<file path="config.mk">
export PLATFORM = sky130hd
export DESIGN_NAME = rbmq_admit
export DESIGN_NICKNAME = d
export VERILOG_FILES = /design/src/hw/rtl/rbmq_pkg.sv /design/src/hw/rtl/rbmq_admit.sv
export SDC_FILE = /design/constraint.sdc
export NUM_CORES = 1
export LEC_CHECK = 0
export ABC_AREA = 1
export ABC_CLOCK_PERIOD_IN_PS = 4690
export BUFFER_PORTS_ARGS = -buffer_cell sky130_fd_sc_hd__buf_2
export CAP_MARGIN = 10
export CORE_ASPECT_RATIO = 0.5
export CORE_MARGIN = 5
export CORE_UTILIZATION = 56
export DETAILED_ROUTE_END_ITERATION = 6
export PLACE_DENSITY = 0.92
export SLEW_MARGIN = 10
export SYNTH_ARGS = -nofsm -noshare
export SYNTH_HDL_FRONTEND = slang
export SYNTH_SLANG_ARGS = --single-unit
</file>
<file path="constraint.sdc">
create_clock -name vclk -period 4.69
set_clock_uncertainty 0.15 [all_clocks]
set_input_delay 0.469 -clock vclk [all_inputs]
set_output_delay 0.469 -clock vclk [all_outputs]
set_load 0.1 [all_outputs]
</file>
<file path="src/hw/rtl/rbmq_pkg.sv">
// Shared types and constants for the ring buffer message queue.
// No dependencies; every other file of the block but rbmq_store imports this package.
package rbmq_pkg;

  localparam int HEADER_BYTES = 16;
  localparam int SIZE_OFFSET  = 12;
  localparam int LEN_W        = 12;
  localparam int COUNT_W      = 13;
  localparam int COUNT_MAX    = 8191;
  localparam int SIZE_W       = 32;

  // Stream payload layout.
  localparam int S_DATA_W = 24;
  localparam int S_USER_W = 2;
  localparam int M_DATA_W = 24;
  localparam int M_USER_W = 2;

  typedef enum logic [1:0] {
    ST_OK     = 2'd0,
    ST_REJECT = 2'd1,
    ST_EMPTY  = 2'd2,
    ST_FLUSH  = 2'd3
  } status_t;

  typedef enum logic [0:0] {
    OP_WRITE = 1'b0,
    OP_READ  = 1'b1
  } op_t;

  typedef enum logic [2:0] {
    S_CLEAR,
    S_IDLE,
    S_HDR,
    S_CHECK,
    S_POP
  } state_t;

endpackage

</file>
<file path="src/hw/rtl/rbmq_admit.sv">
// Overrun check, plus rejection of a zero length, for a new message against the read position.
// Depends on rbmq_pkg for the length width.
module rbmq_admit #(
  parameter int BUF_DEPTH = 4096,
  parameter int AW        = 12
) (
  input  logic [AW-1:0]             wr_index,
  input  logic [AW-1:0]             rd_index,
  input  logic [rbmq_pkg::LEN_W-1:0] len,
  output logic                      reject
);
  import rbmq_pkg::*;

  localparam int EW = ((AW > LEN_W) ? AW : LEN_W) + 1;

  logic [EW-1:0] p;
  logic [EW-1:0] r;
  logic [EW-1:0] msg_end;
  logic [EW-1:0] wrapped;
  logic [EW-1:0] depth;

  always_comb begin
    p       = EW'(wr_index);
    r       = EW'(rd_index);
    depth   = EW'(BUF_DEPTH);
    msg_end = p + EW'(len);
    wrapped = (msg_end >= depth) ? msg_end - depth : msg_end;
    reject  = (len == '0)
           || ((p < r) && (msg_end > r) && (msg_end < depth))
           || ((p < r) && (wrapped < r) && (msg_end > depth))
           || ((p > r) && (wrapped >= r) && (msg_end > depth));
  end

endmodule

</file>
; ---- Word-level counts from Yosys, hierarchy flattened
; Index checks and enable logic that the tools add are counted.
[totals]
elab_cells = 21
regBits = 0
[op_classes]
n_addsub = 2
n_reduce_logical = 10
mux = 1
order_cmp = 8
[op_table]
columns = cell, count
row1 = $add 12x12->13, 1
row2 = $ge 13x12->1, 1
row3 = $ge 13x13->1 const B, 1
row4 = $gt 13x12->1, 1
row5 = $gt 13x13->1 const B, 1
row6 = $lt 13x12->1, 1
row7 = $lt 13x13->1 const B, 1
row8 = $mux 13, 1
row9 = $sub 13x13->13 const B, 1
row10 = $gt 12x12->1, 1
row11 = $logic_not 12->1, 1
row12 = $lt 12x12->1, 1
row13 = $logic_and 1x1->1, 6
row14 = $logic_or 1x1->1, 3

; ---- Logic depth before layout (Yosys ltp)
; Gate-level depths: netlist of the first run.
[depth]
ltp_word = 8
mapped_depth = 21
mapped_depth_nobuf = 21

; ---- Worst setup path before layout of the first run
; No wires, ideal clock.
[synth_path]
path_type = input -> output
startpoint = in wr_index[0]
endpoint = out reject
arrival_ns = 3.188
slack_ns = 0.883
cell_stages = 20
required_time_ns = 4.071
cell_sequence = ha_1 inv_1 fa_1 inv_1 nand3_1 nand2_4 nand2_2 nand2_2 nand2_2 nand2_2 inv_1 ha_1 nand2_1 nor3_1 o21ai_0 nand3_1 nand2_1 nand2_1 nand3_1 nand2_1
[synth_via]
elab_chain_len = 8
elab_cells_between_ends = 20
cone_classes = 2 x add/sub / 8 x order compare / 1 x mux / 9 x reduce/logical
[synth_rtl]
columns = item, line_no
row1 = start: declaration, rbmq_admit.sv:7  ; input logic [AW-1:0] wr_index,
row2 = $add 12x12->13, rbmq_admit.sv:26  ; msg_end = p + EW'(len);
row3 = $sub 13x13->13 / $ge 13x13->1 (equally long branches), rbmq_admit.sv:27  ; wrapped = (msg_end >= depth) ? msg_end - depth : msg_end;
row4 = $mux 13, rbmq_admit.sv:27
row5 = $lt 13x12->1, rbmq_admit.sv:30  ; || ((p < r) && (wrapped < r) && (msg_end > depth))
row6 = $logic_and 1x1->1 (2 in series), rbmq_admit.sv:30
row7 = $logic_or 1x1->1, rbmq_admit.sv:30
row8 = $logic_or 1x1->1 *, rbmq_admit.sv:31  ; || ((p > r) && (wrapped >= r) && (msg_end > depth));
row9 = end: declaration, rbmq_admit.sv:10  ; output logic reject
; Every way passes the cells marked *; elsewhere a longest branch is shown, timed or not.

; ---- Worst setup path in the final report of the first run
; Ends and elaborated chain as after synthesis.

==> qor.csv, run 1 <==
metric,value,unit
gp_congestion,0.942,
leakage,0.00109,uW
fmax,248,MHz
yosysTopAreaCell,ha_1,
avgSynthCellArea,5.76,sq um
crit_type,in2out,
nNetsFinal,368,
hold_violations,0,
die_h,46.2,um
antenna_found_initial,0,
hold-path-endpoint,reject,
switching_share,0.639,
grt_usage,0.243,
drive_above_1_share,0.188,
netSwitchingPower,154,uW
start_util,0.575,
max_stage_delay,410,ps
worstPathRequired,4070,ps
num-clock-buffers,0,
status,"finished, final reports clean",
clockPowerShare,0,
areaGrowthSynthToFinish,15.8,%
cts_resized,0,
hp-class,in2out,
final_common_cell,nand2_1,
grt_first_pass_wirelength,7.32,mm
yosysUniqueCellTypes,23,
dp_hpwl,3.87,mm
rsz0062_at_grt,false,
die_x,82.4,um
slew_headroom,0.680,
drtIter0Drc,140,
yosysSeqAreaShare,0,
post_cts_buffers,0,
final_cell_mix,"nand2_1, inv_1, ha_1, buf_2, a21oi_1",
finalSetupViolations,0,
io_buffers,37,
worstMarginPinSlew,483,ps
hold_start,len[6],
syn_nets,329,
final_max_slew_viol_count,0,
vias,1769,
crit_path_cell_trace,buf_2 > ha_1 > inv_1 > fa_1 > inv_1 > nand3_1 > nand2_4 > nand2_2 > nand2_1 > nand2_1 > nand2_1 > inv_1 > ha_1 > nand2_1 > nor3_1 > o21ai_0 > nand3_1 > nand2_1 > nand2_1 > nand3_1 > nand2_1 > buf_2,
netlist_area,0.00147,sq mm
crit_arrival,3410,ps
tns,0,ps
drt-total-wl,4.27,mm
hold_slack,1550,ps
synth_warnings,0,
design.seq.count,0,
grt_pass1_vias,1759,
synth.top_cell.area_share,0.315,
path_max_fanout,3,
ir_drop,0.148,mV
dieArea,0.00381,sq mm
wl_per_cell,13.0,um
slowest_stage,buf_2,
diodes,0,
grt-ovfl-total,0,
post_drt_via_cell_ratio,5.38,
grt_max_degree,7,
powerDensity,141,mW/mm^2
regArea,0,sq um
ant_nets,0,
p_comb_frac,1.000,
synth.area.top_cells,"ha_1, nand2_1, inv_1",
num_io_pins,37,
power,240,uW
fp-row-count,13,
cp-start-kind,primary input,
syn_inst,255,
hold_depth,6,
drc,0,
final.min_clock_period,4030,ps
period_share,0.859,
first_pass_iters,4,
maxCapViolCount,0,
worst_setup_path_end_kind,primary output,
core-area,0.00255,sq mm
cellInternalPower,86.7,uW
critPathMostFrequentCell,nand2_1,
postCtsHoldBufs,0,
pwr-share-seq,0,
## final cells by class
cell class | instances | area (sq um)
well taps | 37 | 46.3
fillers | 230 | 853
repair buffers | 37 | 185
inverters | 56 | 210
multi-input cells | 199 | 1260
## cell usage after synthesis, types with 2 or more instances
master,n
a21oi_1,18
inv_1,55
nand3_1,15
nand4_1,4
nor2_2,2
nor4_1,3
ha_1,37
nand3b_1,5
nand2_1,69
nor2_1,15
o21ai_0,7
nor3_1,4
nand2_2,11
## power groups by stage
stage | Combinational [uW] | Clock, uW | Sequential, uW
finish | 240 | 0 | 0
global route | 273 | 0 | 0
CTS | 236 | 0 | 0
detailed placement | 235 | 0 | 0
global placement | 223 | 0 | 0
floorplan | 172 | 0 | 0
## cell families after synthesis
kind of cell,Yosys count,synth area share
xor gates and xnor gates,2,0.0119
and+or+nand+nor,132,0.415
adders and majority gates,38,0.329
AOI/OAI and AO/OA,27,0.101
buffers and inverters,56,0.143
## worst max-delay path by stage
stage	start	end	slack [ps]	cells past startpoint
after floorplan	wr_index[0]	reject	880	20
after global placement	wr_index[0]	reject	830	22
after detailed placement	wr_index[0]	reject	690	22
after CTS	wr_index[0]	reject	690	22
after global routing	wr_index[0]	reject	330	22
final	wr_index[0]	reject	660	22
## per-layer routing
| layer | up-vias | global-route usage | routed length, um |
|---|---|---|---|
| li1 | 894 | - | - |
| met1 | 802 | 0.309 | 1830 |
| met2 | 61 | 0.452 | 2020 |
| met3 | 12 | 0.00977 | 311 |
| met4 | 0 | 0.0695 | 120 |
| met5 | - | 0 | 0 |
## stage by stage
stage          worst slack, ps  utilization  instances  instance area, sq um
2_1_floorplan              883            -        255                  1470
3_3_place_gp               833        0.666        329                  1700
3_5_place_dp               688        0.666        329                  1700
4_1_cts                    691        0.666        329                  1700
5_1_grt                    330        0.666        329                  1700
6_report                   662        0.666        329                  1700
## critical path: cells and delay by family
family / cells / cell delay (ps)
AO/OA/AOI/OAI: 1 / 190
adder cells (fa/ha/maj): 3 / 870
buffers and inverters: 5 / 730
AND/OR/NAND/NOR: 13 / 1140
(Power assumes the default switching activity.)
==> run 2: changes to the inputs <==
--- a/config.mk
+++ b/config.mk
@@ -9,11 +9,14 @@
 export ABC_CLOCK_PERIOD_IN_PS = 4690
 export BUFFER_PORTS_ARGS = -buffer_cell sky130_fd_sc_hd__buf_2
 export CAP_MARGIN = 10
+export CELL_PAD_IN_SITES_DETAIL_PLACEMENT = 1
+export CELL_PAD_IN_SITES_GLOBAL_PLACEMENT = 1
 export CORE_ASPECT_RATIO = 0.5
 export CORE_MARGIN = 5
-export CORE_UTILIZATION = 56
+export CORE_UTILIZATION = 41
 export DETAILED_ROUTE_END_ITERATION = 6
-export PLACE_DENSITY = 0.92
+export PLACE_DENSITY = 0.95
+export RECOVER_POWER = 25
 export SLEW_MARGIN = 10
 export SYNTH_ARGS = -nofsm -noshare
 export SYNTH_HDL_FRONTEND = slang
==> run 2 against run 1 <==
  * Cell count is 4.3% higher
  * Final area is 1.0% higher
  * Utilization shrank 17 points
  * Combinational power rose by 5%
  * Count of clock-buffer cells in the layout unchanged
  * Via count is the same
  * Total power rose by 5.1%
  * Flip-flop and latch count unchanged
  * Sequential share of layout area did not move
  * Worst hold slack improved by 94 ps
  * Die area increased by 30%
  * Highest routed layer unchanged
==> qor.csv, run 2 (same netlist as run 1, synthesis figures left out) <==
metric,value,unit
status,"finished, final reports clean",
finalSetupViolations,0,
first_pass_iters,4,
hp-class,in2out,
design.seq.count,0,
dp_hpwl,4.89,mm
drt-total-wl,5.29,mm
hold_violations,0,
fmax,237,MHz
drtIter0Drc,40,
post_cts_buffers,0,
grt_pass1_vias,1919,
cellInternalPower,87.8,uW
regArea,0,sq um
areaGrowthSynthToFinish,17.0,%
grt-ovfl-total,0,
vias,1769,
fp-row-count,15,
fillers,511,
cp-start-kind,primary input,
cts_resized,0,
grt_max_degree,7,
drc,0,
dpl-instance-area,0.00172,sq mm
switching_share,0.652,
hold-path-endpoint,reject,
grt_first_pass_wirelength,8.71,mm
final_area,0.00172,sq mm
period_share,0.901,
wl_per_cell,15.4,um
powerDensity,147,mW/mm^2
hold_depth,6,
grt_usage,0.224,
clockPowerShare,0,
antenna_found_initial,0,
final_cell_mix,"nand2_1, inv_1, ha_1",
drive_above_1_share,0.188,
die_x,94.7,um
slew_headroom,0.641,
path_max_fanout,3,
worst_setup_path_end_kind,primary output,
post_drt_via_cell_ratio,5.16,
gp_congestion,0.887,
nNetsFinal,368,
ir_drop,0.136,mV
worstMarginPinSlew,541,ps
num-clock-buffers,0,
tns,0,ps
multi_input_area,0.00126,sq mm
start_util,0.428,
pwr-share-seq,0,
fin_util,0.500,
ant_nets,0,
final_max_slew_viol_count,0,
final.min_clock_period,4220,ps
dieArea,0.00495,sq mm
leakage,0.00109,uW
diodes,0,
crit_arrival,3610,ps
postCtsHoldBufs,0,
core-area,0.00343,sq mm
netSwitchingPower,165,uW
crit_type,in2out,
hold_start,len[6],
p_comb_frac,1.000,
final_common_cell,nand2_1,
num_io_pins,37,
rsz0062_at_grt,false,
io_buffers,37,
maxCapViolCount,0,
power,253,uW
die_h,52.3,um
worstPathRequired,4070,ps
run 2: cell count changes in the layout (fill, tap and decap cells not counted), sizes merged:
cell	change
clkbuf	+1
buf	-1
run 2: layout make-up:
cell class	instances	area share
multi-input combinational	199	0.733
timing repair buffer	37	0.108
inverter	56	0.122
tap	51	0.0371
run 2: power groups by stage:
stage / clock [uW] / sequential [uW] / combinational [uW]
5_1_grt: 0 / 0 / 282
3_3_place_gp: 0 / 0 / 227
2_1_floorplan: 0 / 0 / 172
4_1_cts: 0 / 0 / 249
3_5_place_dp: 0 / 0 / 248
6_report: 0 / 0 / 253
run 2: worst max path at each step:
stage	start	to	slack, ps	cells past startpoint
after CTS	wr_index[0]	reject	530	22
after global placement	wr_index[0]	reject	750	22
after floorplan	wr_index[0]	reject	880	20
final	wr_index[0]	reject	470	22
after global routing	wr_index[0]	reject	260	22
after detailed placement	wr_index[0]	reject	540	22
run 2: layer usage:
metal,wire [um],up-vias,global-route usage
met5,0,-,0
met4,53,0,0.0431
met3,180,8,0.00430
met2,2500,43,0.414
met1,2550,828,0.294
li1,-,890,-
run 2: worst max-delay path: stages:
cell      delay, ps
buf_2           100
ha_1            200
inv_1            70
fa_1            390
inv_1            90
nand3_1         110
nand2_4         120
nand2_2          70
nand2_1          60
nand2_1          50
nand2_1         140
inv_1            70
ha_1            290
nand2_1          60
nor3_1          260
o21ai_0         230
nand3_1         140
nand2_1          60
nand2_1          60
nand3_1          70
nand2_1          60
clkbuf_2        440
run 2: stage by stage:
step | hold WS, ps | setup slack [ps] | std cells
floorplan | 1580 | 883 | 255
global placement | 1560 | 750 | 343
detailed placement | 1550 | 542 | 343
CTS | 1560 | 533 | 343
global route | 1690 | 258 | 343
finish | 1640 | 466 | 343
==> run 3: changes to the inputs <==
--- a/config.mk
+++ b/config.mk
@@ -6,7 +6,7 @@
 export NUM_CORES = 1
 export LEC_CHECK = 0
 export ABC_AREA = 1
-export ABC_CLOCK_PERIOD_IN_PS = 4690
+export ABC_CLOCK_PERIOD_IN_PS = 5400
 export BUFFER_PORTS_ARGS = -buffer_cell sky130_fd_sc_hd__buf_2
 export CAP_MARGIN = 10
 export CELL_PAD_IN_SITES_DETAIL_PLACEMENT = 1
==> constraint.sdc (replaced) <==
create_clock -name vclk -period 5.4
set_clock_uncertainty 0.15 [all_clocks]
set_input_delay 0.54 -clock vclk [all_inputs]
set_output_delay 0.54 -clock vclk [all_outputs]
set_load 0.1 [all_outputs]
==> run 3 against run 2 <==
  * Global-route usage did not move
  * Die area did not move
  * Utilization did not move
  * Worst hold slack improved by 62 ps
  * Routed wire length barely moved
  * Critical path depth did not move
  * Total power fell by 13%
  * Via count did not move
  * Final area did not move
  * Highest routed layer unchanged
  * Critical endpoint unchanged
  * Count of clock-buffer cells in the layout did not move
  * Flip-flop and latch count did not move
  * Setup slack improved by 600 ps
==> qor.csv, run 3 (same netlist as run 1, synthesis figures left out) <==
metric,value,unit
antenna_found_initial,0,
hold_slack,1710,ps
final_common_cell,nand2_1,
power,219,uW
hold-path-endpoint,reject,
start_util,0.428,
grt-ovfl-total,0,
ant_nets,0,
io_buffers,37,
powerDensity,128,mW/mm^2
wl_per_cell,15.4,um
crit_type,in2out,
vias,1769,
grt_max_degree,7,
clockPowerShare,0,
worstMarginPinSlew,486,ps
leakage,0.00109,uW
period_share,0.802,
dieArea,0.00495,sq mm
tns,0,ps
diodes,0,
fin_util,0.500,
num_io_pins,37,
drt-total-wl,5.29,mm
cts_resized,0,
dp_hpwl,4.89,mm
netSwitchingPower,143,uW
postCtsHoldBufs,0,
areaGrowthSynthToFinish,17.0,%
final_max_slew_viol_count,0,
maxCapViolCount,0,
hold_depth,6,
cp-start-kind,primary input,
pwr-share-seq,0,
hold_violations,0,
crit_arrival,3640,ps
finalSetupViolations,0,
post_drt_via_cell_ratio,5.16,
ir_drop,0.118,mV
slew_headroom,0.678,
status,"finished, final reports clean",
path_max_fanout,3,
first_pass_iters,4,
worst_setup_path_end_kind,primary output,
die_x,94.7,um
gp_congestion,0.887,
die_h,52.3,um
worstPathRequired,4710,ps
fp-row-count,15,
nNetsFinal,368,
switching_share,0.652,
final_cell_mix,"nand2_1, inv_1, ha_1, buf_2, a21oi_1",
regArea,0,sq um
hold_start,len[6],
post_cts_buffers,0,
drtIter0Drc,40,
grt_pass1_vias,1919,
num-clock-buffers,0,
p_comb_frac,1.000,
fmax,231,MHz
final.min_clock_period,4330,ps
rsz0062_at_grt,false,
grt_first_pass_wirelength,8.71,mm
design.seq.count,0,
core-area,0.00343,sq mm
drive_above_1_share,0.188,
drc,0,
cellInternalPower,76.3,uW
grt_usage,0.224,
hp-class,in2out,
[run 3: cell count changes in the layout (fill, tap and decap cells not counted)]
cell,previous run,this run
buf_2,36,37
clkbuf_2,1,0
[run 3: worst max-delay path: stages]
cell and delay (ps):
buf_2 100, ha_1 200, inv_1 70, fa_1 390
inv_1 90, nand3_1 110, nand2_4 120, nand2_2 70
nand2_1 60, nand2_1 50, nand2_1 140, inv_1 70
ha_1 290, nand2_1 60, nor3_1 260, o21ai_0 230
nand3_1 140, nand2_1 60, nand2_1 60, nand3_1 70
nand2_1 50, buf_2 410
[run 3: layout make-up]
cell class / instances / area [sq um]
Multi-Input combinational cell: 199 / 1260
Tap cell: 51 / 63.8
Inverter: 56 / 210
Fill cell: 511 / 1720
Timing Repair Buffer: 37 / 185
[run 3: worst max path at each step]
stage,depth (start not counted),to,startpoint
after detailed placement,22,reject,wr_index[0]
after floorplan,20,reject,wr_index[0]
after CTS,22,reject,wr_index[0]
after global placement,22,reject,wr_index[0]
final,22,reject,wr_index[0]
after global routing,22,reject,wr_index[0]
[run 3: power groups by stage]
| stage | combinational [uW] | sequential [uW] | clock, uW |
|---|---|---|---|
| finish | 219 | 0 | 0 |
| CTS | 217 | 0 | 0 |
| global placement | 197 | 0 | 0 |
| global route | 245 | 0 | 0 |
| floorplan | 150 | 0 | 0 |
| detailed placement | 215 | 0 | 0 |
[run 3: metrics by stage]
stage               std cells  setup WS (ps)  instance area (sq um)
finish                    343           1070                   1720
global route              343            860                   1720
CTS                       343           1100                   1720
detailed placement        343           1110                   1720
global placement          343           1320                   1720
floorplan                 255           1450                   1470
[run 3: layer usage]
layer,GRT usage,part of all wire
met1,0.294,0.48
met2,0.414,0.47
met3,0.00430,0.034
met4,0.0431,0.010
met5,0,0
